--- config.mk ---
export PLATFORM = sky130hd
export DESIGN_NAME = array_delete_max_append_reverse_unit
export DESIGN_NICKNAME = d
export VERILOG_FILES = /design/src/hdl/adar_pkg.sv /design/src/hdl/adar_useq.sv /design/src/hdl/adar_datapath.sv /design/src/hdl/array_delete_max_append_reverse_unit.sv
export SDC_FILE = /design/constraint.sdc
export NUM_CORES = 1
export LEC_CHECK = 0
export BUFFER_PORTS_ARGS = -buffer_cell sky130_fd_sc_hd__buf_4
export CELL_PAD_IN_SITES_DETAIL_PLACEMENT = 0
export CELL_PAD_IN_SITES_GLOBAL_PLACEMENT = 1
export CORE_MARGIN = 4
export CORE_UTILIZATION = 35
export DETAILED_ROUTE_END_ITERATION = 7
export GPL_ROUTABILITY_DRIVEN = 0
export PLACE_DENSITY_LB_ADDON = 0.1
export SKIP_LAST_GASP = 1
export SYNTH_ARGS = -nofsm -noshare
export SYNTH_HDL_FRONTEND = slang
export SYNTH_SLANG_ARGS = --single-unit
--- constraint.sdc ---
create_clock -name clk -period 13.9 [get_ports clk]
set_clock_uncertainty 0.05 [all_clocks]
set_input_delay 2.085 -clock clk [delete_from_list [all_inputs] [get_ports clk]]
set_output_delay 2.085 -clock clk [all_outputs]
set_load 0.02 [all_outputs]
--- src/hdl/adar_pkg.sv ---
package adar_pkg;

    localparam int DEPTH_DEF   = 16;
    localparam int ACTION_W    = 2;
    localparam int VALUE_W     = 32;
    localparam int STATUS_W    = 2;
    localparam int FILL_W      = 5;
    localparam int SLOT_W      = 4;
    localparam int IN_TDATA_W  = 40;
    localparam int OUT_TDATA_W = 48;

    // Action codes on the input word.
    localparam logic [ACTION_W-1:0] ACT_DELETE  = 2'd0;
    localparam logic [ACTION_W-1:0] ACT_APPEND  = 2'd1;
    localparam logic [ACTION_W-1:0] ACT_REVERSE = 2'd2;

    // Status codes on the result words.
    localparam logic [STATUS_W-1:0] ST_DONE  = 2'd0;
    localparam logic [STATUS_W-1:0] ST_EMPTY = 2'd1;
    localparam logic [STATUS_W-1:0] ST_FULL  = 2'd2;

    localparam logic signed [VALUE_W-1:0] VALUE_MIN = {1'b1, {(VALUE_W-1){1'b0}}};

    // Datapath micro-operations.
    typedef enum logic [3:0] {
        U_NOP,
        U_IDLE,
        U_SCAN_INIT,
        U_SCAN,
        U_SHIFT_INIT,
        U_SHIFT,
        U_DEC,
        U_APPEND,
        U_REV_INIT,
        U_REV_B,
        U_REV_C,
        U_REV_D,
        U_OUT_INIT,
        U_OUT
    } uop_t;

    // Jump conditions.
    typedef enum logic [3:0] {
        C_NEVER,
        C_ALWAYS,
        C_IN_VALID,
        C_ACT_DEL,
        C_ACT_APP,
        C_ACT_REV,
        C_EMPTY,
        C_SCAN_MORE,
        C_SHIFT_MORE,
        C_FEW,
        C_REV_MORE,
        C_OUT_DONE
    } cond_t;

    // Program steps.
    typedef enum logic [3:0] {
        S_IDLE,
        S_DISP_DEL,
        S_DISP_APP,
        S_DISP_REV,
        S_SCAN_INIT,
        S_SCAN,
        S_SHIFT_INIT,
        S_SHIFT,
        S_DEC,
        S_APPEND,
        S_REV_INIT,
        S_REV_B,
        S_REV_C,
        S_REV_D,
        S_OUT_INIT,
        S_OUT
    } step_t;

    typedef struct packed {
        uop_t  uop;
        cond_t cond;
        step_t jmp;   // next step when the condition holds
        step_t nxt;   // next step otherwise
    } ctrl_t;

    typedef struct packed {
        logic in_valid;
        logic act_del;
        logic act_app;
        logic act_rev;
        logic empty;
        logic scan_more;
        logic shift_more;
        logic few;
        logic rev_more;
        logic out_done;
    } flags_t;

    function automatic ctrl_t ucode(step_t s);
        ctrl_t w;
        unique case (s)
            S_IDLE:       w = '{U_IDLE,       C_IN_VALID,   S_DISP_DEL,   S_IDLE};
            S_DISP_DEL:   w = '{U_NOP,        C_ACT_DEL,    S_SCAN_INIT,  S_DISP_APP};
            S_DISP_APP:   w = '{U_NOP,        C_ACT_APP,    S_APPEND,     S_DISP_REV};
            S_DISP_REV:   w = '{U_NOP,        C_ACT_REV,    S_REV_INIT,   S_OUT_INIT};
            S_SCAN_INIT:  w = '{U_SCAN_INIT,  C_EMPTY,      S_OUT_INIT,   S_SCAN};
            S_SCAN:       w = '{U_SCAN,       C_SCAN_MORE,  S_SCAN,       S_SHIFT_INIT};
            S_SHIFT_INIT: w = '{U_SHIFT_INIT, C_ALWAYS,     S_SHIFT,      S_SHIFT};
            S_SHIFT:      w = '{U_SHIFT,      C_SHIFT_MORE, S_SHIFT,      S_DEC};
            S_DEC:        w = '{U_DEC,        C_ALWAYS,     S_OUT_INIT,   S_OUT_INIT};
            S_APPEND:     w = '{U_APPEND,     C_ALWAYS,     S_OUT_INIT,   S_OUT_INIT};
            S_REV_INIT:   w = '{U_REV_INIT,   C_FEW,        S_OUT_INIT,   S_REV_B};
            S_REV_B:      w = '{U_REV_B,      C_NEVER,      S_REV_C,      S_REV_C};
            S_REV_C:      w = '{U_REV_C,      C_NEVER,      S_REV_D,      S_REV_D};
            S_REV_D:      w = '{U_REV_D,      C_REV_MORE,   S_REV_B,      S_OUT_INIT};
            S_OUT_INIT:   w = '{U_OUT_INIT,   C_NEVER,      S_OUT,        S_OUT};
            S_OUT:        w = '{U_OUT,        C_OUT_DONE,   S_IDLE,       S_OUT};
            default:      w = '{U_NOP,        C_ALWAYS,     S_IDLE,       S_IDLE};
        endcase
        return w;
    endfunction

endpackage

--- src/hdl/adar_useq.sv ---
// Step counter and control store; picks the next step from the jump condition.
module adar_useq
(
    input  logic              clk,
    input  logic              rst_n,
    input  adar_pkg::flags_t  flags,
    output adar_pkg::ctrl_t   ctrl
);

    adar_pkg::step_t step_reg;
    adar_pkg::step_t step_next;
    logic            cond_hit;

    assign ctrl = adar_pkg::ucode(step_reg);

    always_comb
    begin
        unique case (ctrl.cond)
            adar_pkg::C_NEVER:      cond_hit = 1'b0;
            adar_pkg::C_ALWAYS:     cond_hit = 1'b1;
            adar_pkg::C_IN_VALID:   cond_hit = flags.in_valid;
            adar_pkg::C_ACT_DEL:    cond_hit = flags.act_del;
            adar_pkg::C_ACT_APP:    cond_hit = flags.act_app;
            adar_pkg::C_ACT_REV:    cond_hit = flags.act_rev;
            adar_pkg::C_EMPTY:      cond_hit = flags.empty;
            adar_pkg::C_SCAN_MORE:  cond_hit = flags.scan_more;
            adar_pkg::C_SHIFT_MORE: cond_hit = flags.shift_more;
            adar_pkg::C_FEW:        cond_hit = flags.few;
            adar_pkg::C_REV_MORE:   cond_hit = flags.rev_more;
            adar_pkg::C_OUT_DONE:   cond_hit = flags.out_done;
            default:                cond_hit = 1'b0;
        endcase
        step_next = cond_hit ? ctrl.jmp : ctrl.nxt;
    end

    always_ff @(posedge clk or negedge rst_n)
    begin
        if (!rst_n)
        begin
            step_reg <= adar_pkg::S_IDLE;
        end
        else
        begin
            step_reg <= step_next;
        end
    end

endmodule

--- src/hdl/adar_datapath.sv ---
// List store, scan and pointer registers, and the output word register.
module adar_datapath
#(
    parameter int DEPTH = adar_pkg::DEPTH_DEF
)
(
    input  logic                                clk,
    input  logic                                rst_n,
    input  adar_pkg::ctrl_t                     ctrl,
    output adar_pkg::flags_t                    flags,
    input  logic                                in_valid,
    output logic                                in_ready,
    input  logic [adar_pkg::ACTION_W-1:0]       in_action,
    input  logic signed [adar_pkg::VALUE_W-1:0] in_value,
    output logic                                out_valid,
    input  logic                                out_ready,
    output logic [adar_pkg::STATUS_W-1:0]       out_status,
    output logic [adar_pkg::FILL_W-1:0]         out_fill_count,
    output logic [adar_pkg::SLOT_W-1:0]         out_slot_index,
    output logic signed [adar_pkg::VALUE_W-1:0] out_slot_value,
    output logic                                out_last
);

    localparam int AW = $clog2(DEPTH);
    localparam int CW = $clog2(DEPTH + 1);
    localparam int PW = CW + 1;
    localparam int VW = adar_pkg::VALUE_W;

    logic signed [VW-1:0] mem [DEPTH];
    logic signed [VW-1:0] rdata_reg;

    logic [CW-1:0] count_reg, count_next;
    logic          out_valid_reg, out_valid_next;

    logic [adar_pkg::ACTION_W-1:0] action_reg, action_next;
    logic signed [VW-1:0]          value_reg, value_next;
    logic [adar_pkg::STATUS_W-1:0] status_reg, status_next;
    logic [CW-1:0]                 i_reg, i_next;
    logic [CW-1:0]                 j_reg, j_next;
    logic [AW-1:0]                 pos_reg, pos_next;
    logic signed [VW-1:0]          best_reg, best_next;
    logic signed [VW-1:0]          tmp_reg, tmp_next;

    logic [adar_pkg::STATUS_W-1:0] ost_reg, ost_next;
    logic [adar_pkg::FILL_W-1:0]   ofill_reg, ofill_next;
    logic [adar_pkg::SLOT_W-1:0]   oidx_reg, oidx_next;
    logic signed [VW-1:0]          oval_reg, oval_next;
    logic                          olast_reg, olast_next;

    logic [PW-1:0]        rd_pos;
    logic [AW-1:0]        rd_addr;
    logic                 wr_en;
    logic [CW-1:0]        wr_ptr;
    logic signed [VW-1:0] wr_data;

    logic [PW-1:0] i_ext, i_p1, i_p2, j_ext, cnt_ext, pos_p1;
    logic [CW-1:0] i_m1;
    logic          advance;
    logic          at_end;

    assign i_ext   = {1'b0, i_reg};
    assign j_ext   = {1'b0, j_reg};
    assign cnt_ext = {1'b0, count_reg};
    assign i_p1    = i_ext + PW'(1);
    assign i_p2    = i_ext + PW'(2);
    assign pos_p1  = PW'(pos_reg) + PW'(1);
    assign i_m1    = i_reg - CW'(1);
    assign advance = !out_valid_reg || out_ready;
    assign at_end  = (i_reg == CW'(DEPTH - 1));

    assign in_ready = (ctrl.uop == adar_pkg::U_IDLE);

    always_comb
    begin
        flags.in_valid   = in_valid;
        flags.act_del    = (action_reg == adar_pkg::ACT_DELETE);
        flags.act_app    = (action_reg == adar_pkg::ACT_APPEND);
        flags.act_rev    = (action_reg == adar_pkg::ACT_REVERSE);
        flags.empty      = (count_reg == '0);
        flags.scan_more  = (i_p1 < cnt_ext);
        flags.shift_more = (i_reg < count_reg);
        flags.few        = (count_reg < CW'(2));
        flags.rev_more   = (i_p2 < j_ext);
        flags.out_done   = advance && at_end;
    end

    always_comb
    begin
        count_next     = count_reg;
        out_valid_next = (out_valid_reg && !out_ready);
        action_next    = action_reg;
        value_next     = value_reg;
        status_next    = status_reg;
        i_next         = i_reg;
        j_next         = j_reg;
        pos_next       = pos_reg;
        best_next      = best_reg;
        tmp_next       = tmp_reg;
        ost_next       = ost_reg;
        ofill_next     = ofill_reg;
        oidx_next      = oidx_reg;
        oval_next      = oval_reg;
        olast_next     = olast_reg;
        rd_pos         = i_ext;
        wr_en          = 1'b0;
        wr_ptr         = i_reg;
        wr_data        = rdata_reg;

        unique case (ctrl.uop)
            adar_pkg::U_IDLE:
            begin
                if (in_valid)
                begin
                    action_next = in_action;
                    value_next  = in_value;
                    status_next = adar_pkg::ST_DONE;
                end
            end
            adar_pkg::U_SCAN_INIT:
            begin
                i_next    = '0;
                pos_next  = '0;
                best_next = adar_pkg::VALUE_MIN;
                rd_pos    = '0;
                if (count_reg == '0)
                begin
                    status_next = adar_pkg::ST_EMPTY;
                end
            end
            adar_pkg::U_SCAN:
            begin
                // Strictly greater keeps the first of equal maxima.
                if (rdata_reg > best_reg)
                begin
                    best_next = rdata_reg;
                    pos_next  = i_reg[AW-1:0];
                end
                i_next = i_p1[CW-1:0];
                rd_pos = i_p1;
            end
            adar_pkg::U_SHIFT_INIT:
            begin
                i_next = pos_p1[CW-1:0];
                rd_pos = pos_p1;
            end
            adar_pkg::U_SHIFT:
            begin
                if (i_reg < count_reg)
                begin
                    wr_en   = 1'b1;
                    wr_ptr  = i_m1;
                    wr_data = rdata_reg;
                    i_next  = i_p1[CW-1:0];
                    rd_pos  = i_p1;
                end
            end
            adar_pkg::U_DEC:
            begin
                count_next = count_reg - CW'(1);
            end
            adar_pkg::U_APPEND:
            begin
                if (count_reg == CW'(DEPTH))
                begin
                    status_next = adar_pkg::ST_FULL;
                end
                else
                begin
                    wr_en      = 1'b1;
                    wr_ptr     = count_reg;
                    wr_data    = value_reg;
                    count_next = count_reg + CW'(1);
                end
            end
            adar_pkg::U_REV_INIT:
            begin
                i_next = '0;
                j_next = count_reg - CW'(1);
                rd_pos = '0;
            end
            adar_pkg::U_REV_B:
            begin
                tmp_next = rdata_reg;
                rd_pos   = j_ext;
            end
            adar_pkg::U_REV_C:
            begin
                wr_en   = 1'b1;
                wr_ptr  = i_reg;
                wr_data = rdata_reg;
            end
            adar_pkg::U_REV_D:
            begin
                wr_en   = 1'b1;
                wr_ptr  = j_reg;
                wr_data = tmp_reg;
                i_next  = i_p1[CW-1:0];
                j_next  = j_reg - CW'(1);
                rd_pos  = i_p1;
            end
            adar_pkg::U_OUT_INIT:
            begin
                i_next = '0;
                rd_pos = '0;
            end
            adar_pkg::U_OUT:
            begin
                if (advance)
                begin
                    out_valid_next = 1'b1;
                    ost_next       = status_reg;
                    ofill_next     = adar_pkg::FILL_W'(count_reg);
                    oidx_next      = adar_pkg::SLOT_W'(i_reg);
                    // Slots past the fill count always read as zero.
                    oval_next      = (i_reg >= count_reg) ? '0 : rdata_reg;
                    olast_next     = at_end;
                    i_next         = i_p1[CW-1:0];
                    rd_pos         = i_p1;
                end
            end
            default:
            begin
            end
        endcase
    end

    assign rd_addr = (rd_pos >= PW'(DEPTH)) ? '0 : rd_pos[AW-1:0];

    always_ff @(posedge clk)
    begin
        if (wr_en)
        begin
            mem[wr_ptr[AW-1:0]] <= wr_data;
        end
        rdata_reg <= mem[rd_addr];
    end

    always_ff @(posedge clk or negedge rst_n)
    begin
        if (!rst_n)
        begin
            count_reg     <= '0;
            out_valid_reg <= 1'b0;
        end
        else
        begin
            count_reg     <= count_next;
            out_valid_reg <= out_valid_next;
        end
    end

    always_ff @(posedge clk)
    begin
        action_reg <= action_next;
        value_reg  <= value_next;
        status_reg <= status_next;
        i_reg      <= i_next;
        j_reg      <= j_next;
        pos_reg    <= pos_next;
        best_reg   <= best_next;
        tmp_reg    <= tmp_next;
        ost_reg    <= ost_next;
        ofill_reg  <= ofill_next;
        oidx_reg   <= oidx_next;
        oval_reg   <= oval_next;
        olast_reg  <= olast_next;
    end

    assign out_valid      = out_valid_reg;
    assign out_status     = ost_reg;
    assign out_fill_count = ofill_reg;
    assign out_slot_index = oidx_reg;
    assign out_slot_value = oval_reg;
    assign out_last       = olast_reg;

endmodule

--- src/hdl/array_delete_max_append_reverse_unit.sv ---
// List of up to DEPTH signed 32-bit values with a fill count, run by a small
// microcoded sequencer over a single-port-read store. Each input word carries
// an action (delete the first largest entry, append a value, or reverse the
// filled entries; code 3 changes nothing) and, in response, the block emits a
// run of DEPTH result words, one per slot in order, each with the status, the
// fill count, the slot index and the slot content, tlast on the final slot.
// Each input word first passes the dispatch steps, which test for delete,
// then append, then reverse; delete then scans for the first largest entry
// and shifts the later entries down, append writes the value after the last
// entry unless the list is full, reverse swaps pairs from both ends inward,
// and the run follows, held whenever the output side stalls; the single
// memory read port with its registered read data shapes these loops. A new input
// word is taken once the last result word of a run sits in the output
// register, so that word and the next operation overlap. Reset clears the
// fill count, the output valid flag and the step, not the store: slots past
// the count always read as zero, so no clearing pass is needed.
module array_delete_max_append_reverse_unit
#(
    parameter int DEPTH = adar_pkg::DEPTH_DEF
)
(
    input  logic                                 clk,
    input  logic                                 rst_n,
    // Input words.
    input  logic                                 s_axis_tvalid,
    output logic                                 s_axis_tready,
    // [1:0] action, [33:2] value, [39:34] zero
    input  logic [adar_pkg::IN_TDATA_W-1:0]      s_axis_tdata,
    // Result words.
    output logic                                 m_axis_tvalid,
    input  logic                                 m_axis_tready,
    // [1:0] status, [6:2] fill_count, [10:7] slot_index,
    // [42:11] slot_value, [47:43] zero
    output logic [adar_pkg::OUT_TDATA_W-1:0]     m_axis_tdata,
    output logic                                 m_axis_tlast
);

    localparam int AC_W = adar_pkg::ACTION_W;
    localparam int VL_W = adar_pkg::VALUE_W;
    localparam int ST_W = adar_pkg::STATUS_W;
    localparam int FL_W = adar_pkg::FILL_W;
    localparam int SL_W = adar_pkg::SLOT_W;
    localparam int OUT_USED = ST_W + FL_W + SL_W + VL_W;

    adar_pkg::ctrl_t  ctrl;
    adar_pkg::flags_t flags;

    logic [AC_W-1:0]        in_action;
    logic signed [VL_W-1:0] in_value;
    logic [ST_W-1:0]        out_status;
    logic [FL_W-1:0]        out_fill_count;
    logic [SL_W-1:0]        out_slot_index;
    logic signed [VL_W-1:0] out_slot_value;

    // Input word unpacking; the pad bits above value are ignored.
    assign in_action = s_axis_tdata[AC_W-1:0];
    assign in_value  = s_axis_tdata[AC_W+VL_W-1:AC_W];

    adar_useq u_useq
    (
        .clk   (clk),
        .rst_n (rst_n),
        .flags (flags),
        .ctrl  (ctrl)
    );

    adar_datapath
    #(
        .DEPTH (DEPTH)
    )
    u_datapath
    (
        .clk            (clk),
        .rst_n          (rst_n),
        .ctrl           (ctrl),
        .flags          (flags),
        .in_valid       (s_axis_tvalid),
        .in_ready       (s_axis_tready),
        .in_action      (in_action),
        .in_value       (in_value),
        .out_valid      (m_axis_tvalid),
        .out_ready      (m_axis_tready),
        .out_status     (out_status),
        .out_fill_count (out_fill_count),
        .out_slot_index (out_slot_index),
        .out_slot_value (out_slot_value),
        .out_last       (m_axis_tlast)
    );

    // Result word packing, status in the lowest bits.
    assign m_axis_tdata = {{(adar_pkg::OUT_TDATA_W - OUT_USED){1'b0}},
                           out_slot_value, out_slot_index, out_fill_count, out_status};

endmodule

==> out/qor.txt <==
Number of setup buffers added after CTS: 0
Multi-input logic area: 0.008275 sq mm
Mapped Cells: 2111
Die H: 300.5 um
Yosys cell types: 84
PostCTS Resize Cnt: 0
Hold Path Class: reg -> reg
Tcrit/Tclk final: 0.4567
Crit Path Category: reg -> reg
Async S/R FF share, synth: 0.01404
CTS tree: built
Final min period: 6.348 ns
Core Footprint: 0.08501 sq mm
Port Buf Inserts: 83
Routed WL: 85940 um
Total grt overflow: 0
Post-DRT Antenna Nets: 0
Maxcap violations: 0
Max Clk Rate: 0.1575 GHz
Fill cells: 7865
Clock root buffer: clkbuf_16
# setup viols final: 0
Critical-path cell list: clkinv_1, ha_1, nor2_1, nand3_1, clkinv_1, buf_4, nor3_2, o31a_2, buf_12, o21ai_4, buf_4, a2111oi_0, a2111oi_0, nand3_1
# hold bufs at CTS: 0
Die X: 300.5 um
Part of the Yosys area used for sequential elements: 0.7015
Setup slack, reg-to-reg: 7.55 ns
Critical path's slowest cell: a2111oi_0
Hold slack: 0.3821 ns
Reg2reg start: u_useq.step_reg[2]$_DFF_PN0_
Worst Setup End Kind: flop
Ant. Diodes: 0
Drt first-iter violations: 1370
Area grow syn2layout: 15.02%
Max reg flops: 512
CTS Buf Count: 81
Clock Latency Late Sink: 0.62 ns
Final #Nets: 2306
Routed len/inst: 25.23 um
Hold Violations, Final: 0
Initial DRT Pass Iterations: 5
Std-Cell Rows: 107
Reg2reg end: u_datapath.rdata_reg[7]$_DFF_P_
Via count: 17990
Setup TNS: 0 ns
Synth Register Bits: 712
Syn Area/Cell: 14.19 sq um
Largest net degree at the start of global routing: 138
Data arrival, critical path: 6.75 ns
Unrepaired setup endpoints after global routing: false
Hold_sp: u_datapath.status_reg[1]$_DFFE_PP_
Die ar.: 0.09032 sq mm
Slew at the pin closest to its max-slew limit: 1.196 ns
Initial Utilization: 0.3523
First-pass GRT wire length: 125200 um
Number of synthesized flops with an enable pin: 670
FF+latch area: 0.02101 sq mm
Antenna violations before repair: 1
Reg clk slew, reported paths: 0.06 ns
Crit path largest cell delay: 0.92 ns
Status: finished clean
Clk sinks: 712
CP Data Required Time: 14.30 ns
FF-to-FF path depth: 14
GRT Total Usage: 0.1883
Synth warn: 0
Hold endpoint: u_datapath.out_status[1]$_DFFE_PP_
Remaining routing DRC violations: 0
Final Max Slew Viols: 0
CP max FO: 137
Worst-case clock buffer depth: 3
Worst slew margin: 0.2028
Top FF cell, synth: edfxtp_1
H-tree levels: 3
Post-DP HPWL: 47050 um
Hold path cells: 0
Layout cells sized above 1: 0.1592
Top Ports: 95
Mapped Area: 0.02995 sq mm
Vias in the first global route: 18000
Drt via density: 5.282
Crit path launch type: flop
[cell usage after synthesis (57+ instances only)]
cell type	instances	area (sq um)
nor2_1	107	401.6
edfxtp_1	670	20120
a2111oi_0	100	875.8
clkbuf_1	61	229.0
nand2_1	260	975.9
nand3_1	110	550.5
o211ai_1	66	495.5
ha_1	66	825.8
a21oi_1	61	305.3
mux2_2	64	720.7
and2_1	67	419.2
inv_1	57	214.0
[stage by stage]
stage / cells / util / cell area, sq um / worst slack [ns]
global placement: 3257 / 0.3751 / 31890 / 7.305
global route: 3406 / 0.4052 / 34450 / 7.045
detailed placement: 3257 / 0.3751 / 31890 / 7.253
floorplan: 2115 / - / 29970 / 8.844
CTS: 3406 / 0.4052 / 34450 / 7.546
finish: 3406 / 0.4052 / 34450 / 7.552
[worst max-delay path, delay by kind of cell (launching register included)]
family / cells / cell delay [ns]
AND/OR/NAND/NOR: 4 / 0.74
AO/OA/AOI/OAI: 4 / 1.96
adder cells (fa/ha/maj): 1 / 0.42
flip-flops: 1 / 0.66
buffers and inverters: 5 / 2.17
[worst max path at each step]
stage	startpoint	to	slack [ns]	depth (start not counted)
3_3_place_gp	m_axis_tready	u_datapath.rdata_reg[26]$_DFF_P_	7.30	11
2_1_floorplan	u_useq.step_reg[2]$_DFF_PN0_	u_datapath.mem[6][0]$_DFFE_PP_	8.84	12
6_report	u_useq.step_reg[2]$_DFF_PN0_	u_datapath.rdata_reg[7]$_DFF_P_	7.55	14
3_5_place_dp	m_axis_tready	u_datapath.rdata_reg[29]$_DFF_P_	7.25	11
5_1_grt	u_useq.step_reg[2]$_DFF_PN0_	u_datapath.rdata_reg[7]$_DFF_P_	7.05	14
4_1_cts	u_useq.step_reg[2]$_DFF_PN0_	u_datapath.rdata_reg[29]$_DFF_P_	7.55	12
[final cells by class]
type / count / share of cell area
Clock buffer: 120 / 0.06719
Clock inverter: 29 / 0.007228
Multi-Input combinational cell: 1217 / 0.2402
Inverter: 60 / 0.006538
Tap cell: 1144 / 0.04155
Sequential cell: 712 / 0.6099
Timing Repair Buffer: 124 / 0.02739
[logic make-up after synthesis]
family	count (synthesis)	share of synthesized area
AO/OA/AOI/OAI	368	0.09358
XOR/XNOR	18	0.005264
adder cells (fa/ha/maj)	66	0.02757
buffers and inverters	186	0.03024
flip-flops	712	0.7015
multiplexers	104	0.03743
other	1	0.0001252
AND/OR/NAND/NOR	656	0.1043
[placed cells by master (no fill, tap or decap), drive strengths merged, types with 14 or more instances in the layout]
master | Yosys | layout
mux2i | 40 | 40
dfxtp | 32 | 32
inv | 58 | 62
a22oi | 35 | 35
nor2 | 107 | 107
nand2 | 261 | 261
and2 | 68 | 68
buf | 65 | 124
edfxtp | 670 | 670
clkbuf | 61 | 120
ha | 66 | 66
o21ai | 31 | 31
clkinv | 2 | 25
xnor2 | 14 | 14
mux2 | 64 | 64
nor3 | 16 | 16
nand3 | 110 | 110
nor3b | 32 | 32
a21oi | 64 | 64
a2111oi | 101 | 101
o211ai | 67 | 67
[routing by layer]
layer / routed length [um] / track usage / vias up
met5: 0 / 0 / -
met4: 1626 / 0.04811 / 0
met3: 4889 / 0.03295 / 107
met2: 38420 / 0.2921 / 451
met1: 41000 / 0.2749 / 9196
li1: - / - / 8235
Power is left out: the tool's default activity adds up to more than one toggle a clock period on the data nets, which glitch-free logic cannot reach.
